File: src/rtl/drgt_pkg.sv
package drgt_pkg;

  localparam int unsigned COORD_W  = 12;
  localparam int unsigned RADIUS_W = 11;
  localparam int unsigned NUM_REGS = 8;
  localparam int unsigned REG_IDX_W = 3;
  localparam int unsigned CFG_IDX_W = 4;

  // Register indexes
  localparam logic [REG_IDX_W-1:0] REG_START_LEFT   = 3'd0;
  localparam logic [REG_IDX_W-1:0] REG_START_TOP    = 3'd1;
  localparam logic [REG_IDX_W-1:0] REG_START_WIDTH  = 3'd2;
  localparam logic [REG_IDX_W-1:0] REG_START_HEIGHT = 3'd3;
  localparam logic [REG_IDX_W-1:0] REG_END_LEFT     = 3'd4;
  localparam logic [REG_IDX_W-1:0] REG_END_TOP      = 3'd5;
  localparam logic [REG_IDX_W-1:0] REG_END_WIDTH    = 3'd6;
  localparam logic [REG_IDX_W-1:0] REG_END_HEIGHT   = 3'd7;

  localparam logic [COORD_W-1:0] REG_RESET [NUM_REGS] = '{
    12'd150, 12'd150, 12'd150, 12'd150, 12'd10, 12'd10, 12'd150, 12'd150
  };

  // Majority threshold: 100 * hits > 79 * fill
  localparam int unsigned RATIO_NUM = 100;
  localparam int unsigned RATIO_DEN = 79;

  typedef enum logic [1:0] {
    MODE_WAITING   = 2'd0,
    MODE_RECORDING = 2'd1,
    MODE_FINISHED  = 2'd2
  } mode_t;

  // Window entry flags
  typedef struct packed {
    logic in_end;
    logic in_start;
  } flags_t;

  // Item handed from the window stage to the mode stage
  typedef struct packed {
    logic                present;
    logic                evict;
    flags_t              flags;
    logic [COORD_W-1:0]  x;
    logic [COORD_W-1:0]  y;
    logic [RADIUS_W-1:0] r;
  } item_t;

  function automatic logic circle_inside(
    input logic [COORD_W-1:0]  x,
    input logic [COORD_W-1:0]  y,
    input logic [RADIUS_W-1:0] r,
    input logic [COORD_W-1:0]  left,
    input logic [COORD_W-1:0]  top,
    input logic [COORD_W-1:0]  width,
    input logic [COORD_W-1:0]  height
  );
    logic [COORD_W:0] xr_lo, xr_hi, yr_lo, yr_hi, right, bottom;
    // x - r >= left  <=>  x >= left + r
    xr_lo  = {1'b0, left} + {2'b0, r};
    xr_hi  = {1'b0, x} + {2'b0, r};
    yr_lo  = {1'b0, top} + {2'b0, r};
    yr_hi  = {1'b0, y} + {2'b0, r};
    right  = {1'b0, left} + {1'b0, width};
    bottom = {1'b0, top} + {1'b0, height};
    return ({1'b0, x} >= xr_lo) && (xr_hi <= right) &&
           ({1'b0, y} >= yr_lo) && (yr_hi <= bottom);
  endfunction

endpackage

File: src/rtl/drgt_flag_ram.sv
module drgt_flag_ram import drgt_pkg::*; #(
  parameter int unsigned DEPTH = 16,
  parameter int unsigned AW    = 4
) (
  input  logic          clk,
  input  logic          en,
  input  logic          we,
  input  logic [AW-1:0] addr,
  input  flags_t        wdata,
  output flags_t        rdata
);

  flags_t mem [DEPTH];

  // Read-first: the old entry comes out while the new one goes in
  always_ff @(posedge clk) begin
    if (en) begin
      rdata <= mem[addr];
      if (we) begin
        mem[addr] <= wdata;
      end
    end
  end

endmodule

File: src/rtl/drgt_mode_ctrl.sv
module drgt_mode_ctrl import drgt_pkg::*; #(
  parameter int unsigned CW = 5
) (
  input  logic          clk,
  input  logic          rst,
  input  logic          advance,
  input  item_t         item,
  input  logic [CW-1:0] fill,
  input  flags_t        old_flags,
  output mode_t         mode_after,
  output logic          recorded
);

  localparam int unsigned PW = CW + 7;

  mode_t         mode, mode_next;
  logic [CW-1:0] start_hits, end_hits;
  logic [CW-1:0] start_next, end_next;
  logic [PW-1:0] fill_scaled, start_scaled, end_scaled;
  logic          start_major, end_major;

  always_comb begin
    start_next = start_hits
               + CW'(item.present & item.flags.in_start)
               - CW'(item.evict & old_flags.in_start);
    end_next   = end_hits
               + CW'(item.present & item.flags.in_end)
               - CW'(item.evict & old_flags.in_end);
    fill_scaled  = PW'(fill) * PW'(RATIO_DEN);
    start_scaled = PW'(start_next) * PW'(RATIO_NUM);
    end_scaled   = PW'(end_next) * PW'(RATIO_NUM);
    // An empty window has zero hits, so it never passes
    start_major  = start_scaled > fill_scaled;
    end_major    = end_scaled > fill_scaled;
  end

  always_comb begin
    mode_next = mode;
    recorded  = 1'b0;
    unique case (mode)
      MODE_WAITING: begin
        if (start_major) begin
          mode_next = MODE_RECORDING;
        end
      end
      MODE_RECORDING: begin
        recorded = item.present;
        if (end_major) begin
          mode_next = MODE_FINISHED;
        end
      end
      MODE_FINISHED: begin
        mode_next = MODE_FINISHED;
      end
      default: begin
        mode_next = mode;
      end
    endcase
  end

  assign mode_after = mode_next;

  always_ff @(posedge clk) begin
    if (rst) begin
      mode       <= MODE_WAITING;
      start_hits <= '0;
      end_hits   <= '0;
    end else if (advance) begin
      mode       <= mode_next;
      start_hits <= start_next;
      end_hits   <= end_next;
    end
  end

endmodule

File: src/rtl/dwell_region_gesture_tracker_top.sv
// An accepted input word is registered in stage s1, then in the master-side result word.
// Throughput: one word per cycle unless the master side stalls. The flag RAM is read, and
// written for a present blob, at the write slot in the accept cycle; hit counts and mode
// update as the item leaves stage s1. Reset (rst, synchronous): mode waiting, window empty,
// counts zero, rectangle registers to their defaults. Flag RAM contents are not cleared;
// entries are used only after being written.
module dwell_region_gesture_tracker_top import drgt_pkg::*; #(
  parameter int unsigned WINDOW_DEPTH = 16
) (
  input  logic                 clk,
  input  logic                 rst,
  // Configuration write channel
  input  logic                 cfg_valid,
  output logic                 cfg_ready,
  input  logic [CFG_IDX_W-1:0] cfg_index,
  input  logic [COORD_W-1:0]   cfg_data,
  // Input blob stream
  input  logic                 s_tvalid,
  output logic                 s_tready,
  input  logic [39:0]          s_tdata,  // blob_x[11:0], blob_y[23:12], blob_radius[34:24]
  input  logic                 s_tuser,  // present
  // Result stream
  output logic                 m_tvalid,
  input  logic                 m_tready,
  output logic [39:0]          m_tdata,  // mode[1:0], point_x[13:2], point_y[25:14],
                                         // point_radius[36:26]
  output logic                 m_tuser   // recorded
);

  localparam int unsigned CW = $clog2(WINDOW_DEPTH + 1);
  localparam int unsigned AW = (WINDOW_DEPTH > 1) ? $clog2(WINDOW_DEPTH) : 1;
  localparam logic [CW-1:0] FULL      = CW'(WINDOW_DEPTH);
  localparam logic [AW-1:0] LAST_SLOT = AW'(WINDOW_DEPTH - 1);

  logic [COORD_W-1:0] regs [NUM_REGS];

  logic [COORD_W-1:0]  in_x, in_y;
  logic [RADIUS_W-1:0] in_r;
  logic                in_accept;
  flags_t              in_flags;

  logic [AW-1:0] write_slot;
  logic [CW-1:0] fill_count;
  logic          window_full;

  logic          s1_valid;
  item_t         s1_item;
  logic [CW-1:0] s1_fill;
  logic          s1_advance;
  flags_t        old_flags;

  mode_t mode_after;
  logic  recorded;

  assign cfg_ready = 1'b1;

  always_ff @(posedge clk) begin
    if (rst) begin
      regs <= REG_RESET;
    end else if (cfg_valid && (cfg_index < CFG_IDX_W'(NUM_REGS))) begin
      regs[cfg_index[REG_IDX_W-1:0]] <= cfg_data;
    end
  end

  assign in_x = s_tdata[11:0];
  assign in_y = s_tdata[23:12];
  assign in_r = s_tdata[34:24];

  assign s1_advance = s1_valid && (!m_tvalid || m_tready);
  assign s_tready   = !s1_valid || s1_advance;
  assign in_accept  = s_tvalid && s_tready;

  assign window_full = (fill_count == FULL);

  always_comb begin
    in_flags.in_start = circle_inside(in_x, in_y, in_r,
                                      regs[REG_START_LEFT], regs[REG_START_TOP],
                                      regs[REG_START_WIDTH], regs[REG_START_HEIGHT]);
    in_flags.in_end   = circle_inside(in_x, in_y, in_r,
                                      regs[REG_END_LEFT], regs[REG_END_TOP],
                                      regs[REG_END_WIDTH], regs[REG_END_HEIGHT]);
  end

  // Read the entry at the write slot, and write the new one for a present blob, in the accept cycle
  drgt_flag_ram #(
    .DEPTH (WINDOW_DEPTH),
    .AW    (AW)
  ) u_flag_ram (
    .clk   (clk),
    .en    (in_accept),
    .we    (s_tuser),
    .addr  (write_slot),
    .wdata (in_flags),
    .rdata (old_flags)
  );

  always_ff @(posedge clk) begin
    if (rst) begin
      write_slot <= '0;
      fill_count <= '0;
    end else if (in_accept && s_tuser) begin
      write_slot <= (write_slot == LAST_SLOT) ? '0 : write_slot + AW'(1);
      if (!window_full) begin
        fill_count <= fill_count + CW'(1);
      end
    end
  end

  always_ff @(posedge clk) begin
    if (rst) begin
      s1_valid <= 1'b0;
    end else if (in_accept) begin
      s1_valid <= 1'b1;
    end else if (s1_advance) begin
      s1_valid <= 1'b0;
    end
  end

  always_ff @(posedge clk) begin
    if (in_accept) begin
      s1_item.present <= s_tuser;
      s1_item.evict   <= s_tuser && window_full;
      s1_item.flags   <= in_flags;
      s1_item.x       <= in_x;
      s1_item.y       <= in_y;
      s1_item.r       <= in_r;
      s1_fill         <= (s_tuser && !window_full) ? fill_count + CW'(1) : fill_count;
    end
  end

  drgt_mode_ctrl #(
    .CW (CW)
  ) u_mode_ctrl (
    .clk        (clk),
    .rst        (rst),
    .advance    (s1_advance),
    .item       (s1_item),
    .fill       (s1_fill),
    .old_flags  (old_flags),
    .mode_after (mode_after),
    .recorded   (recorded)
  );

  always_ff @(posedge clk) begin
    if (rst) begin
      m_tvalid <= 1'b0;
    end else if (s1_advance) begin
      m_tvalid <= 1'b1;
    end else if (m_tready) begin
      m_tvalid <= 1'b0;
    end
  end

  always_ff @(posedge clk) begin
    if (s1_advance) begin
      m_tuser <= recorded;
      m_tdata <= {3'b0,
                  recorded ? s1_item.r : {RADIUS_W{1'b0}},
                  recorded ? s1_item.y : {COORD_W{1'b0}},
                  recorded ? s1_item.x : {COORD_W{1'b0}},
                  mode_after};
    end
  end

endmodule

File: config.mk
export PLATFORM = sky130hd
export DESIGN_NAME = dwell_region_gesture_tracker_top
export DESIGN_NICKNAME = d
export VERILOG_FILES = /design/src/rtl/drgt_pkg.sv /design/src/rtl/drgt_flag_ram.sv /design/src/rtl/drgt_mode_ctrl.sv /design/src/rtl/dwell_region_gesture_tracker_top.sv
export SDC_FILE = /design/constraint.sdc
export NUM_CORES = 1
export LEC_CHECK = 0
export ABC_CLOCK_PERIOD_IN_PS = 5780
export BUFFER_PORTS_ARGS = -buffer_cell sky130_fd_sc_hd__clkbuf_2
export CORE_ASPECT_RATIO = 0.75
export CORE_MARGIN = 2
export CORE_UTILIZATION = 60
export DETAILED_ROUTE_END_ITERATION = 10
export PLACE_DENSITY = 0.85
export SLEW_MARGIN = 20
export SYNTH_ARGS = -nofsm -noshare
export SYNTH_HDL_FRONTEND = slang
export SYNTH_SLANG_ARGS = --single-unit
File: constraint.sdc
create_clock -name clk -period 5.78 [get_ports clk]
set_input_delay 0.289 -clock clk [delete_from_list [all_inputs] [get_ports clk]]
set_output_delay 0.289 -clock clk [all_outputs]
set_load 0.05 [all_outputs]
# Yosys cells after proc, flatten, opt, wreduce, memory -nomap -nowiden
# Memory sizes are Yosys's and may differ from the RTL's. A register that Yosys moved wholly into a read port is not among the register bits.
# Index checks and enable logic that the tools add are counted.
# W data, S select, Z words.
# totals
wordCells,107
ramBits,32
regBits,201
in_bits,62
mem_count,1
output_inout_bits,44
# classes
n_mul,3
eq_ne,4
add_sub_neg,16
order_cmp,13
bitwise_logic,6
mux,16
n_reduce_logical,22
# mem_list
name,words,width,rd,rd_ports_with_merged_regs,write_ports,line_no,source
u_flag_ram.mem,16,2,1,1,1,drgt_flag_ram.sv:13,flags_t mem [DEPTH];
# op_table
operator,count
$bwmux W96,1
$add A12 B11 Y13,6
$add A12 B12 Y13,4
$ge A12 B13 Y1,4
$le A13 B13 Y1,4
$demux W12 S3,1
$gt A12 B12 Y1,2
$mul A5 B5 Y10 const B,2
$logic_and A1 B1 Y1,13
$mul A5 B7 Y12 const B,1
$mux W12,1
$add A5 B5 Y5,2
$sub A5 B5 Y5,2
$mux W1,8
$pmux W2 S3,1
$add A5 B1 Y5 const B,1
$eq A5 B5 Y1 const B,1
$mux W5,1
$add A4 B1 Y4 const B,1
$and A1 B1 Y1,4
$eq A4 B4 Y1 const B,1
$ge A4 B4 Y1 const B,1
$lt A4 B1 Y1 const B,1
$lt A4 B4 Y1 const B,1
other kinds (11),16

# Longest topological paths before layout
# depth
depth_word,7
depth_mapped,26
depth_no_buf,26

# By module
# Synthesis repeated with hierarchy kept, for this count alone.
# hier_totals
hier_cells,1806
area_unflattened_um2,17498.0
# by_module_without_submodules
mod,seq_area_each_um2,instances,area_per_inst_um2,cells_each
dwell_region_gesture_tracker_top,4604.4,1,13509.2,1436
drgt_mode_ctrl,240.2,1,2566.2,289
drgt_flag_ram,1021.0,1,1422.6,81

# Worst setup path after synthesis
# OpenSTA, ideal clock, no wires.
# synth_path
path_type,flip-flop to flip-flop
startpoint,register s1_item[37] (netlist bit)
endpoint,register m_tdata[0] (data pin)
required_ns,5.524
path_stages_with_launch,27
path_slack_ns,1.037
arrival_time_ns,4.487
path_buffers,0
period_less_slack_ns,4.743
setup_time_ns,0.256
cell_sequence,edfxtp_1 > and2_1 > ha_1 > inv_1 > ha_1 > inv_1 > fa_1 > inv_1 > a21o_1 > a21oi_1 > xnor2_1 > ha_1 > inv_1 > ha_1 > ha_1 > ha_1 > nand2_1 > o21bai_1 > a21oi_1 > xor2_1 > ha_1 > nand4_1 > nor2_1 > nand4_1 > a21boi_0 > nand2b_1 > a22o_1
# synth_between
elab_chain_len,6
elab_cells_between_ends,11
cone_classes,2 x add/sub; 2 x mul; 2 x order compare; 3 x mux; 2 x bitwise
# synth_lines
element,line_no,source
"start, declared",dwell_region_gesture_tracker_top.sv:47,item_t s1_item;
$and A1 B1 Y1,drgt_mode_ctrl.sv:28,- CW'(item.evict & old_flags.in_end);
$sub A5 B5 Y5,drgt_mode_ctrl.sv:28,
named net u_mode_ctrl.end_next[4],drgt_mode_ctrl.sv:18,"logic [CW-1:0] start_next, end_next;"
$mul A5 B5 Y10,drgt_mode_ctrl.sv:31,end_scaled = PW'(end_next) * PW'(RATIO_NUM);
$gt A12 B12 Y1,drgt_mode_ctrl.sv:34,end_major = end_scaled > fill_scaled;
$mux W2,drgt_mode_ctrl.sv:48,if (end_major) begin
$pmux W2 S3,drgt_mode_ctrl.sv:40,unique case (mode)
named net mode_after[0],dwell_region_gesture_tracker_top.sv:52,mode_t mode_after;
"end signal, assigned",dwell_region_gesture_tracker_top.sv:157,"m_tdata <= {3'b0,"
"end, declared",dwell_region_gesture_tracker_top.sv:25,"output logic [39:0] m_tdata,"
# The timed path passes the listed nets, and every way through them passes these cells.
# A chain may end at the register's enable or synchronous reset.

# Worst setup path in the final report
# Same ends and word-level chain as after synthesis.

==> run metrics <==
RSZ-0062 raised after global routing no; biggest area consumer among synthesized cells ha_1; GR Util met2 0.4189; total number of vias 14.32k; # resized after CTS 0; Vias per Instance 6.171; Critical Path Start Type register; CTS clock-pin slew for the worst setup and hold paths 0.07 ns; GP Congestion 0.9301; worst hold path type in2reg; DP Cell Count 2274; min-delay src s_tdata[0]; Clock Tree Buf Depth 3; setup tns final 0 ns; maximum VDD drop 0.0002097 V; CTS tree yes; fmax 0.1870 GHz; CP Data Arrival Time 5.64 ns; Seq pwr share 0.358; CP Max Fanout 4; Synth warnings 0; outcome finished, final reports clean; P_leak roughly 0.0084 uW; synthesized instance count ~1.8k; GRT Overall Usage 0.2931; number of max-cap violations 0; switching pwr 1788 uW; share of layout cells above drive strength 1 0.08718; initial antenna violation count 1; Core Region 0.02899 sq mm; largest net degree at the start of global routing between 60 and 70; Slew HR 0.3322; 1st-iter DRT viols 1255; CTS Sinks between 200 and 250; leading post-synthesis cells by cell area ha_1 (21%), edfxtp_1 (20%), dfxtp_1 (14%), a21oi_1 (4.0%), xor2_1 (3.6%); Async S/R FF share, synth 0; Std-Cell Rows 54; Pins Over Slew Limit 0; R2R setup slack 0.43 ns; number of global-route vias before repair between 10k and 15k; Final Hold Fails 0; Ports 106; PD cells 272.2 mW/mm^2; post-CTS setup buffers 0; Worst Path Required 6.07 ns; reg2reg end m_tdata[0]; Die Ht 152.4 um; Worst path max stage delay 0.40 ns; port bufs 96; met1 global-route usage 0.4295; Worst setup endpoint m_tdata[0]; post-synthesis sequential area ratio 0.3330; Comb pwr share 0.351; Top FF cell, synth dfxtp_1; DRT antenna net count 0; CP most frequent cell ha_1; cell area after synthesis 0.01761 sq mm; fillers approximately 2.2k; total power draw around 5200 uW; Int Power around 3400 uW; clock share of power 0.291; Non-Filler Instances 2320; area grow syn2layout 9.093%; Worst Max-Slew Pin Slew 1.002 ns; H-tree levels 1; Most Crowded Layer GR met1; Crit Path Category reg2reg; Tcrit/Tclk final 0.9250; Skew-Pair Late Insertion Delay 0.54 ns; commonest cells after routing, fill and taps aside ha_1 (302), nand2_1 (162), nor2_1 (162); Switching Share 0.3419; Yosys top cell area share 0.2145; Final setup viols 0; Die ar. roughly 0.031 sq mm; Clock Root Buffer clkbuf_16; DRC violations left 0; R2R depth 25; Post-synth EDFFs 116; worst r2r src s1_item[37]; Yosys cell types 70; Initial Util 0.6076; routed len/inst 19.66 um; CTS Buf Count 24; final worst setup slack about 0.43 ns; synthesis-stage register bit count 235; Avg Cell Area, Syn 9.619 sq um; final net count between 2k and 2.5k; commonest non-fill, non-tap cell in the layout ha_1; CP max-delay cell fa_1; grt met3 use 0.08362; Post-DP HPWL ~35 mm; Clock Skews between 0.01 and 0.015 ns; first-pass GRT wire length 71.22 mm; post-place setup slack around 0.5 ns; CP Launch Point s1_item[37]; Tmin final 5.347 ns; chip width between 200 and 250 um; Routed WL 45.61 mm; Pre-antenna DRT Iters 6; Crit. End Element register; total global routing overflow 0
==> worst min path at each step <==
| stage | to | depth (start not counted) |
|---|---|---|
| after floorplan | s1_item[0] | 0 |
| after global placement | u_mode_ctrl.start_hits[0] | 2 |
| after detailed placement | u_mode_ctrl.end_hits[0] | 2 |
| after CTS | s1_item[23] | 1 |
| after global routing | s1_item[23] | 1 |
| final | s1_item[23] | 1 |
==> power by group through the flow <==
| stage | Sequential, uW | Clock, uW | Combinational, uW |
|---|---|---|---|
| 3_3_place_gp | 1900 | 0 | 1690 |
| 4_1_cts | 1870 | 1530 | 1810 |
| 6_report | 1870 | 1520 | 1840 |
| 3_5_place_dp | 1910 | 0 | 1790 |
| 2_1_floorplan | 1970 | 0 | 1280 |
| 5_1_grt | 1880 | 1600 | 2060 |
==> logic make-up (layout without fill, tap and decap cells) <==
group,Yosys count,in the layout,share of synthesized area
flops,235,235,0.3330
buf+inv,124,218,0.02771
mux,72,72,0.04810
compound gates,389,389,0.1422
other cells,2,5,0.0004264
fa+ha+maj,321,321,0.2361
simple gates,557,557,0.1473
xor+xnor,131,131,0.06515
==> Yosys cell counts, types with 3 or more instances <==
| library cell | count |
|---|---|
| ha_1 | 302 |
| nor2_1 | 164 |
| nand2_1 | 162 |
| a21oi_1 | 142 |
| dfxtp_1 | 119 |
| edfxtp_1 | 116 |
| xor2_1 | 73 |
| inv_1 | 71 |
| mux2i_1 | 61 |
| xnor2_1 | 58 |
| o21ai_0 | 54 |
| nand3_1 | 50 |
| and2_1 | 44 |
| clkbuf_1 | 41 |
| nor3_1 | 39 |
| a21o_1 | 38 |
| a211oi_1 | 34 |
| fa_1 | 19 |
| nand4_1 | 19 |
| o21a_1 | 19 |
| o21bai_1 | 17 |
| and3_1 | 16 |
| nor2b_1 | 14 |
| nand2b_1 | 11 |
| o211ai_1 | 11 |
| a2111oi_0 | 10 |
| mux4_2 | 10 |
| a31oi_1 | 9 |
| or2_2 | 8 |
| a21boi_0 | 6 |
| buf_2 | 6 |
| or4_1 | 6 |
| nand3b_1 | 5 |
| nor4_1 | 5 |
| o31ai_1 | 5 |
| or3_1 | 5 |
| a211o_1 | 4 |
| buf_4 | 4 |
| nor3b_1 | 4 |
| o2111ai_1 | 4 |
| o22ai_1 | 3 |
| o2bb2ai_1 | 3 |
==> final cells by class <==
cell class,instances,area (sq um),area share
Antenna cell,1,2.502,0.0001302
Clock buffer,35,683.2,0.03556
Clock inverter,8,68.82,0.003582
Inverter,71,266.5,0.01387
Multi-Input combinational cell,1474,11290,0.5877
Sequential cell,235,5866,0.3053
Tap cell,392,490.5,0.02553
Timing Repair Buffer,104,545.5,0.02839
==> layer usage <==
metal	wire length (um)	vias to the layer above
li1	-	6848
met1	20460	6714
met2	18480	657
met5	0	-
met4	1221	0
met3	5451	98
==> worst max-delay path, delay by kind of cell, from the launching register on <==
family | cells | cell delay [ns]
compound gates | 7 | 1.19
xor+xnor | 2 | 0.47
fa+ha+maj | 8 | 2.26
buf+inv | 4 | 0.26
flops | 1 | 0.39
simple gates | 4 | 0.52
==> through the flow <==
stage / utilization / hold WS, ns / area (sq um)
2_1_floorplan: - / 0.3879 / 17620
3_3_place_gp: 0.6358 / 0.4439 / 18430
3_5_place_dp: 0.6358 / 0.4516 / 18430
4_1_cts: 0.6624 / 0.01100 / 19200
5_1_grt: 0.6629 / 0.01574 / 19210
6_report: 0.6629 / 0.02779 / 19210
==> flip-flops by register name, summed over array words and instances (netlist names), 2 cells and up <==
signal and flops:
fill_count 5, regs 96, u_mode_ctrl.end_hits 5, s1_item 39
u_mode_ctrl.mode 2, u_flag_ram.mem 32, m_tdata 37, s1_fill 5
write_slot 4, u_mode_ctrl.start_hits 5, u_flag_ram.rdata 2
==> repair_timing <==
| action | 4_1_cts | 5_1_grt |
|---|---|---|
| endpoints found under the setup margin | 0 | 0 |
| hold buffers | 2 | 0 |
| hold endpoints to repair | 2 | 0 |
(Power assumes the default switching activity.)
